File: src/rtl/lltp_pkg.sv
// Package for the thread placer: sizes, action and status codes, FSM states,
// and the thread record layout. Used by every module of the block.
package lltp_pkg;

   localparam int NUM_CPUS       = 8;
   localparam int NUM_PRIORITIES = 4;
   localparam int NUM_THREADS    = 64;
   localparam int CPU_W   = 3;
   localparam int PRIO_W  = 2;
   localparam int SLOT_W  = 6;
   localparam int CNT_W   = 7;
   localparam int CIDX_W  = CPU_W + PRIO_W;
   localparam logic [CNT_W-1:0] COUNT_MAX = 7'd127;

   localparam logic [2:0] ACT_INIT  = 3'd0;
   localparam logic [2:0] ACT_READY = 3'd1;
   localparam logic [2:0] ACT_BLOCK = 3'd2;
   localparam logic [2:0] ACT_BOOST = 3'd3;
   localparam logic [2:0] ACT_EXIT  = 3'd4;

   localparam logic [1:0] ST_OK      = 2'd0;
   localparam logic [1:0] ST_INVALID = 2'd1;
   localparam logic [1:0] ST_PHASE   = 2'd2;
   localparam logic [1:0] ST_NO_CPU  = 2'd3;

   localparam logic CSR_CPU_COUNT = 1'b0;
   localparam logic CSR_SCHED_RDY = 1'b1;

   typedef struct packed {
      logic [PRIO_W-1:0] prio;
      logic [7:0]        affinity;
      logic [CPU_W-1:0]  cpu;
      logic              assigned;
      logic              blocked;
      logic              raised;
      logic              died;
   } rec_type;

   typedef enum logic [2:0] {
      S_IDLE, S_READ, S_DECIDE, S_SCAN, S_CNT_READ, S_CNT_WRITE, S_RESP
   } state_type;

   // Count update request sent to the count store.
   typedef struct packed {
      logic              wr;
      logic [CIDX_W-1:0] idx;
      logic [CNT_W-1:0]  val;
   } cnt_wr_type;

endpackage

File: src/rtl/lltp_count_store.sv
// Per-CPU, per-priority ready counts with registered read and one write port.
// Depends on lltp_pkg. Entries have valid bits, so invalid entries read as zero.
module lltp_count_store (
   input  logic                       clock,
   input  logic                       reset,
   input  logic [lltp_pkg::CIDX_W-1:0] rd_idx,
   output logic [lltp_pkg::CNT_W-1:0]  rd_data,
   input  lltp_pkg::cnt_wr_type        wr
);
   import lltp_pkg::*;

   localparam int DEPTH = NUM_CPUS * NUM_PRIORITIES;

   logic [CNT_W-1:0] mem [DEPTH];
   logic [DEPTH-1:0] valid_ff;
   logic [CNT_W-1:0] data_ff;
   logic             hit_ff;

   always_ff @(posedge clock) begin
      if (wr.wr) begin
         mem[wr.idx] <= wr.val;
      end
      data_ff <= mem[rd_idx];
   end

   always_ff @(posedge clock) begin
      if (reset) begin
         valid_ff <= '0;
         hit_ff   <= 1'b0;
      end else begin
         hit_ff <= valid_ff[rd_idx];
         if (wr.wr) begin
            valid_ff[wr.idx] <= 1'b1;
         end
      end
   end

   assign rd_data = hit_ff ? data_ff : '0;
endmodule

File: src/rtl/least_loaded_cpu_thread_placer_core.sv
// Most actions go straight from the record read to the result strobe. A block or exit that
// unplaces a thread does one count read-modify-write, a boost of a placed thread does two, and a
// ready for an unplaced thread scans min(cpu_count,8) CPU counts, one CPU count a cycle, through
// the single comparator, then does one read-modify-write if a CPU was found. One word at a time;
// busy is high meanwhile. The result strobe lasts one cycle; the receiver cannot stall.
// Synchronous reset clears all records and counts, sets the id counter to 1 and resets the registers.
module least_loaded_cpu_thread_placer_core (
   input  logic        clock,
   input  logic        reset,
   input  logic        start,
   output logic        busy,
   input  logic [2:0]  req_action,
   input  logic [5:0]  req_thread_slot,
   input  logic [2:0]  req_priority_req,
   input  logic [7:0]  req_affinity_mask,
   input  logic        csr_valid,
   output logic        csr_ready,
   input  logic        csr_index,
   input  logic [3:0]  csr_data,
   output logic        rsp_valid,
   output logic [1:0]  rsp_status,
   output logic [31:0] rsp_thread_id,
   output logic        rsp_cpu_assigned,
   output logic [2:0]  rsp_assigned_cpu,
   output logic [1:0]  rsp_current_priority,
   output logic [6:0]  rsp_ready_total
);
   import lltp_pkg::*;

   state_type state_ff, state_in;

   logic [2:0]        act_ff;
   logic [SLOT_W-1:0] slot_ff;
   logic [2:0]        preq_ff;
   logic [7:0]        aff_ff;

   logic [3:0]  cpu_count_ff;
   logic        sched_ff;
   logic [31:0] next_id_ff;
   logic [CNT_W-1:0] total_ff;

   // Thread record memory with valid bits (invalid reads as all zero).
   rec_type            rec_mem [NUM_THREADS];
   logic [NUM_THREADS-1:0] rec_valid_ff;
   rec_type            rec_rd_ff;
   logic               rec_hit_ff;
   rec_type            rec_cur;
   rec_type            rec_ff;     // working copy
   logic               rec_we;

   logic [1:0]  status_ff;
   logic [31:0] tid_ff;

   // Decision on the record just read.
   rec_type     rec_dec;
   rec_type     rec_placed;
   logic [1:0]  status_dec;
   logic        init_ok;
   logic        scan_go;
   logic        unplace;
   logic        boost_move;

   // Scan state.
   logic [CPU_W:0]   scan_ff;
   logic             found_ff;
   logic [CPU_W-1:0] best_ff;
   logic [CNT_W-1:0] best_cnt_ff;
   logic             scan_pend_ff;  // the count read in flight is for an allowed CPU
   logic             scan_done;

   // Count update sequence: up to two read-modify-writes.
   logic             step2_ff;
   logic [CIDX_W-1:0] c_idx_ff;
   logic             c_inc_ff;
   logic             has2_ff;
   logic [CIDX_W-1:0] c_idx2_ff;

   logic [CIDX_W-1:0] cnt_rd_idx;
   logic [CNT_W-1:0]  cnt_rd;
   cnt_wr_type        cnt_wr;

   logic [CPU_W:0] n_cpus;

   assign n_cpus = (cpu_count_ff > 4'(NUM_CPUS)) ? (CPU_W+1)'(NUM_CPUS)
                                                 : cpu_count_ff[CPU_W:0];
   assign rec_cur = rec_hit_ff ? rec_rd_ff : '0;
   assign csr_ready = (state_ff == S_IDLE);
   assign scan_done = (scan_ff == n_cpus) && !scan_pend_ff;

   lltp_count_store u_cnt (
      .clock   (clock),
      .reset   (reset),
      .rd_idx  (cnt_rd_idx),
      .rd_data (cnt_rd),
      .wr      (cnt_wr)
   );

   always_comb begin
      if (state_ff == S_SCAN) begin
         cnt_rd_idx = {scan_ff[CPU_W-1:0], rec_ff.prio};
      end else begin
         cnt_rd_idx = step2_ff ? c_idx2_ff : c_idx_ff;
      end
   end

   always_comb begin
      cnt_wr.wr  = (state_ff == S_CNT_WRITE);
      cnt_wr.idx = step2_ff ? c_idx2_ff : c_idx_ff;
      if (c_inc_ff && !step2_ff || step2_ff) begin
         cnt_wr.val = (cnt_rd < COUNT_MAX) ? cnt_rd + 1'b1 : cnt_rd;
      end else begin
         cnt_wr.val = (cnt_rd != '0) ? cnt_rd - 1'b1 : cnt_rd;
      end
   end

   // Action decode on the record read for this word.
   always_comb begin
      rec_dec    = rec_cur;
      status_dec = ST_OK;
      init_ok    = 1'b0;
      scan_go    = 1'b0;
      unplace    = 1'b0;
      boost_move = 1'b0;
      case (act_ff)
         ACT_INIT: begin
            if (preq_ff > 3'(NUM_PRIORITIES-1) || aff_ff == '0 || rec_cur.assigned) begin
               status_dec = ST_INVALID;
            end else begin
               init_ok = 1'b1;
               rec_dec = '{prio: preq_ff[PRIO_W-1:0], affinity: aff_ff,
                           cpu: '0, assigned: 1'b0, blocked: 1'b0,
                           raised: 1'b0, died: 1'b0};
            end
         end
         ACT_READY: begin
            if (!sched_ff) begin
               status_dec = ST_PHASE;
            end else if (!rec_cur.assigned) begin
               scan_go = 1'b1;
            end
         end
         ACT_BLOCK, ACT_EXIT: begin
            if (act_ff == ACT_BLOCK && !rec_cur.assigned) begin
               status_dec = ST_INVALID;
            end else begin
               if (rec_cur.assigned && !rec_cur.blocked) begin
                  unplace          = 1'b1;
                  rec_dec.raised   = 1'b0;
                  rec_dec.blocked  = 1'b1;
                  rec_dec.assigned = 1'b0;
                  rec_dec.cpu      = '0;
               end
               if (act_ff == ACT_EXIT) begin
                  rec_dec.died = 1'b1;
               end
            end
         end
         ACT_BOOST: begin
            if (rec_cur.died || (!rec_cur.assigned && !rec_cur.blocked)) begin
               status_dec = ST_INVALID;
            end else if (!rec_cur.raised &&
                         rec_cur.prio < PRIO_W'(NUM_PRIORITIES-1)) begin
               rec_dec.raised = 1'b1;
               rec_dec.prio   = rec_cur.prio + 1'b1;
               boost_move     = rec_cur.assigned;
            end
         end
         default: status_dec = ST_INVALID;
      endcase
   end

   always_comb begin
      rec_placed          = rec_ff;
      rec_placed.assigned = 1'b1;
      rec_placed.cpu      = best_ff;
      rec_placed.blocked  = 1'b0;
   end

   // Next state.
   always_comb begin
      state_in = state_ff;
      case (state_ff)
         S_IDLE:      if (start) state_in = S_READ;
         S_READ:      state_in = S_DECIDE;
         S_DECIDE: begin
            if (scan_go) begin
               state_in = S_SCAN;
            end else if (unplace || boost_move) begin
               state_in = S_CNT_READ;
            end else begin
               state_in = S_RESP;
            end
         end
         S_SCAN:      if (scan_done) state_in = found_ff ? S_CNT_READ : S_RESP;
         S_CNT_READ:  state_in = S_CNT_WRITE;
         S_CNT_WRITE: state_in = (has2_ff && !step2_ff) ? S_CNT_READ : S_RESP;
         S_RESP:      state_in = S_IDLE;
         default:     state_in = S_IDLE;
      endcase
   end

   // Outputs.
   always_comb begin
      busy      = (state_ff != S_IDLE);
      rsp_valid = (state_ff == S_RESP);
      rec_we    = (state_ff == S_RESP);
      rsp_status           = status_ff;
      rsp_thread_id        = tid_ff;
      rsp_cpu_assigned     = rec_ff.assigned;
      rsp_assigned_cpu     = rec_ff.assigned ? rec_ff.cpu : '0;
      rsp_current_priority = rec_ff.prio;
      rsp_ready_total      = total_ff;
   end

   always_ff @(posedge clock) begin
      rec_rd_ff <= rec_mem[slot_ff];
      if (rec_we) begin
         rec_mem[slot_ff] <= rec_ff;
      end
   end

   always_ff @(posedge clock) begin
      if (reset) begin
         state_ff     <= S_IDLE;
         cpu_count_ff <= 4'd8;
         sched_ff     <= 1'b0;
         next_id_ff   <= 32'd1;
         total_ff     <= '0;
         rec_valid_ff <= '0;
         rec_hit_ff   <= 1'b0;
      end else begin
         state_ff   <= state_in;
         rec_hit_ff <= rec_valid_ff[slot_ff];
         if (rec_we) begin
            rec_valid_ff[slot_ff] <= 1'b1;
         end
         if (csr_valid && csr_ready) begin
            case (csr_index)
               CSR_CPU_COUNT: cpu_count_ff <= csr_data;
               CSR_SCHED_RDY: sched_ff     <= csr_data[0];
               default:       ;
            endcase
         end
         if (state_ff == S_DECIDE && init_ok) begin
            next_id_ff <= next_id_ff + 32'd1;
         end
         if (state_ff == S_DECIDE && unplace) begin
            total_ff <= (total_ff != '0) ? total_ff - 1'b1 : total_ff;
         end
         if (state_ff == S_SCAN && scan_done && found_ff) begin
            total_ff <= (total_ff < COUNT_MAX) ? total_ff + 1'b1 : total_ff;
         end
      end
   end

   // Datapath sequencing.
   always_ff @(posedge clock) begin
      case (state_ff)
         S_IDLE: begin
            act_ff   <= req_action;
            slot_ff  <= req_thread_slot;
            preq_ff  <= req_priority_req;
            aff_ff   <= req_affinity_mask;
            step2_ff <= 1'b0;
            has2_ff  <= 1'b0;
         end
         S_DECIDE: begin
            rec_ff    <= rec_dec;
            status_ff <= status_dec;
            tid_ff    <= init_ok ? next_id_ff : '0;
            scan_ff   <= '0;
            found_ff  <= 1'b0;
            best_ff   <= '0;
            best_cnt_ff <= '0;
            scan_pend_ff <= 1'b0;
            c_idx_ff  <= {rec_cur.cpu, rec_cur.prio};
            c_idx2_ff <= {rec_cur.cpu, rec_cur.prio + 1'b1};
            c_inc_ff  <= 1'b0;
            has2_ff   <= boost_move;
         end
         S_SCAN: begin
            // One count read per cycle; compare the previous read's data.
            if (scan_pend_ff) begin
               if (!found_ff || cnt_rd < best_cnt_ff) begin
                  found_ff    <= 1'b1;
                  best_ff     <= scan_ff[CPU_W-1:0] - 1'b1;
                  best_cnt_ff <= cnt_rd;
               end
            end
            if (scan_ff != n_cpus) begin
               scan_pend_ff <= rec_ff.affinity[scan_ff[CPU_W-1:0]];
               scan_ff      <= scan_ff + 1'b1;
            end else begin
               scan_pend_ff <= 1'b0;
               if (!scan_pend_ff) begin
                  if (found_ff) begin
                     rec_ff   <= rec_placed;
                     c_idx_ff <= {best_ff, rec_ff.prio};
                     c_inc_ff <= 1'b1;
                  end else begin
                     status_ff <= ST_NO_CPU;
                  end
               end
            end
         end
         S_CNT_WRITE: begin
            if (has2_ff && !step2_ff) begin
               step2_ff <= 1'b1;
            end
         end
         default: ;
      endcase
   end
endmodule

File: config.mk
export PLATFORM = sky130hd
export DESIGN_NAME = least_loaded_cpu_thread_placer_core
export DESIGN_NICKNAME = d
export VERILOG_FILES = /design/src/rtl/lltp_pkg.sv /design/src/rtl/lltp_count_store.sv /design/src/rtl/least_loaded_cpu_thread_placer_core.sv
export SDC_FILE = /design/constraint.sdc
export NUM_CORES = 2
export LEC_CHECK = 0
export BUFFER_PORTS_ARGS = -buffer_cell sky130_fd_sc_hd__buf_2
export CAP_MARGIN = 30
export CORE_MARGIN = 2
export CORE_UTILIZATION = 48
export CTS_BUF_LIST = sky130_fd_sc_hd__clkbuf_8
export CTS_CLUSTER_DIAMETER = 100
export DETAILED_ROUTE_END_ITERATION = 16
export HOLD_SLACK_MARGIN = 0.08
export PLACE_DENSITY = 0.68
export SLEW_MARGIN = 10
export SYNTH_ARGS = -nofsm -noshare
export SYNTH_HDL_FRONTEND = slang
export SYNTH_HIERARCHICAL = 1
export SYNTH_SLANG_ARGS = --single-unit
File: constraint.sdc
create_clock -name clock -period 2.9 [get_ports clock]
set_input_delay 0.29 -clock clock [delete_from_list [all_inputs] [get_ports clock]]
set_output_delay 0.29 -clock clock [all_outputs]
set_load 0.01 [all_outputs]
==> flow_summary.json <==
{
  "drcViolationCount": 0,
  "vias_per_cell": 6.10,
  "syn_inst": 3686,
  "cts_tree": "built",
  "pre_cts_slack_ps": -122,
  "numPortBuffers": 78,
  "internal-power_mw": 45.9,
  "drive_gt1_frac": 0.267,
  "clockPowerShare": 0.252,
  "worstSetupStartpoint": "slot_ff[1]",
  "synthSimpleGateAreaFrac": 0.0572,
  "synth_cell_types": 78,
  "dr.first_iter.drc_count": 4940,
  "synthXorXnorAreaFrac": 0.00537,
  "ys_ff_latch": 1581,
  "fmax_ghz": 0.350,
  "die-area_sq_um": 132000,
  "p_sw_frac": 0.349,
  "instances_no_fill": 6122,
  "synth.cell_area_sq_um": 61900,
  "totalWireLength_um": 173000,
  "slew-limit-headroom": 0.379,
  "yosys_warnings": 6,
  "worstPathCellList": "buf_12 -> nor2b_4 -> buf_4 -> a221oi_1 -> nor2_1 -> o21ai_1 -> nand4_1 -> or3_1",
  "clock_skew_ps": 110,
  "antenna_found_initial": 6,
  "hold_violations": 0,
  "period_needed_ps": 2860,
  "initial_core_util": 0.484,
  "tightest_slew_ps": 932,
  "vdd_ir_drop_max_uv": 590,
  "num_rows": 131,
  "drv_slew": 0,
  "max_stage_delay_ps": 500,
  "leakagePower_nw": 25.0,
  "r2r_start": "slot_ff[1]",
  "p_per_area_nw_per_um2": 966,
  "clk-insertion-delay-late_ps": 1020,
  "ant_nets": 0,
  "netSwitchingPower_mw": 24.6,
  "clk_path_buf_depth": 3,
  "start_kind": "register",
  "synth_mux_area_frac": 0.101,
  "fp.coreArea_sq_um": 128000,
  "synth_compound_area_frac": 0.0710,
  "die_x_um": 363,
  "ys_seq_area_frac": 0.739,
  "dp_hpwl_um": 106000,
  "clock-root-buffer": "clkbuf_8",
  "cp.required_ps": 3790,
  "cp.arrival_ps": 3740,
  "grt_max_degree": 69,
  "vias": 37365,
  "cp_slowest_cell": "edfxtp_1",
  "die_h_um": 363,
  "area_growth_pct": 17.8,
  "p_seq_frac": 0.407,
  "drt_pre_antenna_iters": 6,
  "status": "finished clean",
  "ioPinCount": 79,
  "ctsHtreeMaxLevel": 4,
  "grt_first_pass_wirelength_um": 249000,
  "cp-end-kind": "register",
  "finalSetupViolations": 0,
  "dpl.cell_count": 5600,
  "synth.net_count": 3734,
  "synth_top_family_by_area": "multiplexers",
  "total_power_mw": 70.5,
  "avgSynthCellArea_sq_um": 16.8,
  "cap_violations": 0,
  "post-route-period-util": 0.985,
  "gp_congestion": 0.965,
  "hold_path_class": "in -> reg",
  "clkTransAtPathRegs_ps": 70,
  "post_drt_wl_per_cell_um": 28.2,
  "p_comb_frac": 0.341,
  "synth-edff-count": 1412,
  "grt_usage": 0.260,
  "cts.sinks": 1581,
  "nets": 4297,
  "synthArstFlopShare": 0,
  "fin_ws_ps": 43.1,
  "crit_fanout": 13,
  "synthAdderAreaFrac": 0.00412,
  "grt_pass1_vias": 36368,
  "hold_start": "csr_index",
  "r2r_slack_ps": 40,
  "synthFlopType": "edfxtp_1",
  "cts_made_buffers": 239,
  "crit_type": "reg -> reg",
  "gr-total-overflow": 0
}
-- synth_stat cells, types with 50 or more instances --
library cell	number	area, sq um
dfxtp_1	169	3380
clkbuf_1	86	323
mux2i_1	134	1340
a22oi_1	57	428
mux2_2	85	957
nand2_1	128	480
o22ai_1	54	338
nand3_1	50	250
mux4_2	170	3830
edfxtp_1	1412	42400
nor2_1	423	1590
buf_2	71	355
o21ai_0	80	400
a221oi_1	146	1280
a21oi_1	94	470
and2_1	56	350
-- kinds of logic (layout without fill, tap and decap cells) --
family,after synthesis,count (layout)
compound gates,604,604
xor+xnor,38,38
fa+ha+maj,20,20
buf+inv,259,1031
flops,1581,1581
mux,397,397
other cells,0,2
simple gates,787,787
-- critical path: cells and delay by family, from the launching register on --
kind / cells / cell delay (ps)
AND/OR/NAND/NOR: 4 / 1090
AO/OA/AOI/OAI: 2 / 680
flip-flops: 1 / 500
buffers and inverters: 2 / 430
-- cell type report --
type	instances	area [sq um]
Clock buffer	257	3540
Timing Repair Buffer	551	5210
Inverter	30	115
Fill cell	9694	54900
Tap cell	1662	2080
Clock inverter	193	1150
Multi-Input combinational cell	1846	15100
Sequential cell	1581	45800
Antenna cell	2	5.00
-- final timing paths --
kind	endpoint	cells after the start
worst max register to register	rec_rd_ff[11]	8
worst min register to register	rec_valid_ff[57]	2
worst max-delay path	rec_rd_ff[11]	8
worst min-delay path	cpu_count_ff[3]	5
-- stage by stage --
stage                      util  setup TNS, ps  cell area (sq um)  hold slack [ps]
final                     0.571              0              73000              304
after global routing      0.571          -16.2              73000              256
after CTS                 0.570              0              72800              222
after detailed placement  0.528           -187              67500              453
after global placement    0.527           -421              67400              441
after floorplan               -           -889              62000              389
-- per-layer routing --
metal | part of all wire | global-route usage | vias to the layer above
met2 | 0.47 | 0.405 | 2225
met5 | 0.00038 | 0 | -
met4 | 0.037 | 0.102 | 6
met3 | 0.11 | 0.0704 | 362
li1 | - | - | 15821
met1 | 0.38 | 0.350 | 18951
-- repair_timing --
item / CTS / global route
gates cloned: 0 / 1
pin swaps: 3 / 7
endpoints found under the setup margin: 10 / 16
hold buffers: 60 / 0
buffers inserted: 1 / 7
resized for setup: 9 / 21
hold endpoints to repair: 118 / 0
-- registers in the layout (all words and copies together), names as in the netlist, 3 cells and up --
signal           count
rec_mem           1088
state_ff             3
best_ff              3
preq_ff              3
c_idx2_ff            5
u_cnt/valid_ff      32
cpu_count_ff         4
best_cnt_ff          7
u_cnt/data_ff        7
rec_rd_ff           17
scan_ff              4
rec_ff              14
act_ff               3
c_idx_ff             5
rsp_thread_id       32
rec_valid_ff        64
aff_ff               8
rsp_ready_total      7
next_id_ff          32
slot_ff              6
u_cnt/mem          224
-- power by group through the flow --
stage / clock network (mW) / logic (mW) / registers, mW
floorplan: 0 / 12.4 / 29.4
global placement: 0 / 22.8 / 29.1
detailed placement: 0 / 23.2 / 29.1
CTS: 18.0 / 23.4 / 28.6
global route: 19.0 / 25.0 / 28.7
finish: 17.8 / 24.1 / 28.7
-- cell usage in the layout, fill, tap and decap left out, types with 17 or more instances in the layout --
master and instances:
clkinv_2 32, mux2i_1 132, buf_2 77, nand3_1 49
nor2_1 353, mux2_2 84, a221oi_1 146, ha_1 18
and2_1 53, o21ai_0 75, buf_4 324, dfxtp_1 169
mux4_2 170, a21oi_1 89, edfxtp_1 1412, inv_1 101
clkbuf_8 257, o22ai_1 54, nand2_1 127, nand4_1 22
o21a_1 17, clkinv_1 60, xor2_1 25, buf_12 79
a221o_1 19, a22o_1 20, a22oi_1 57, dlygate4sd3_1 60
nor2_2 68
(Power assumes the default switching activity.)
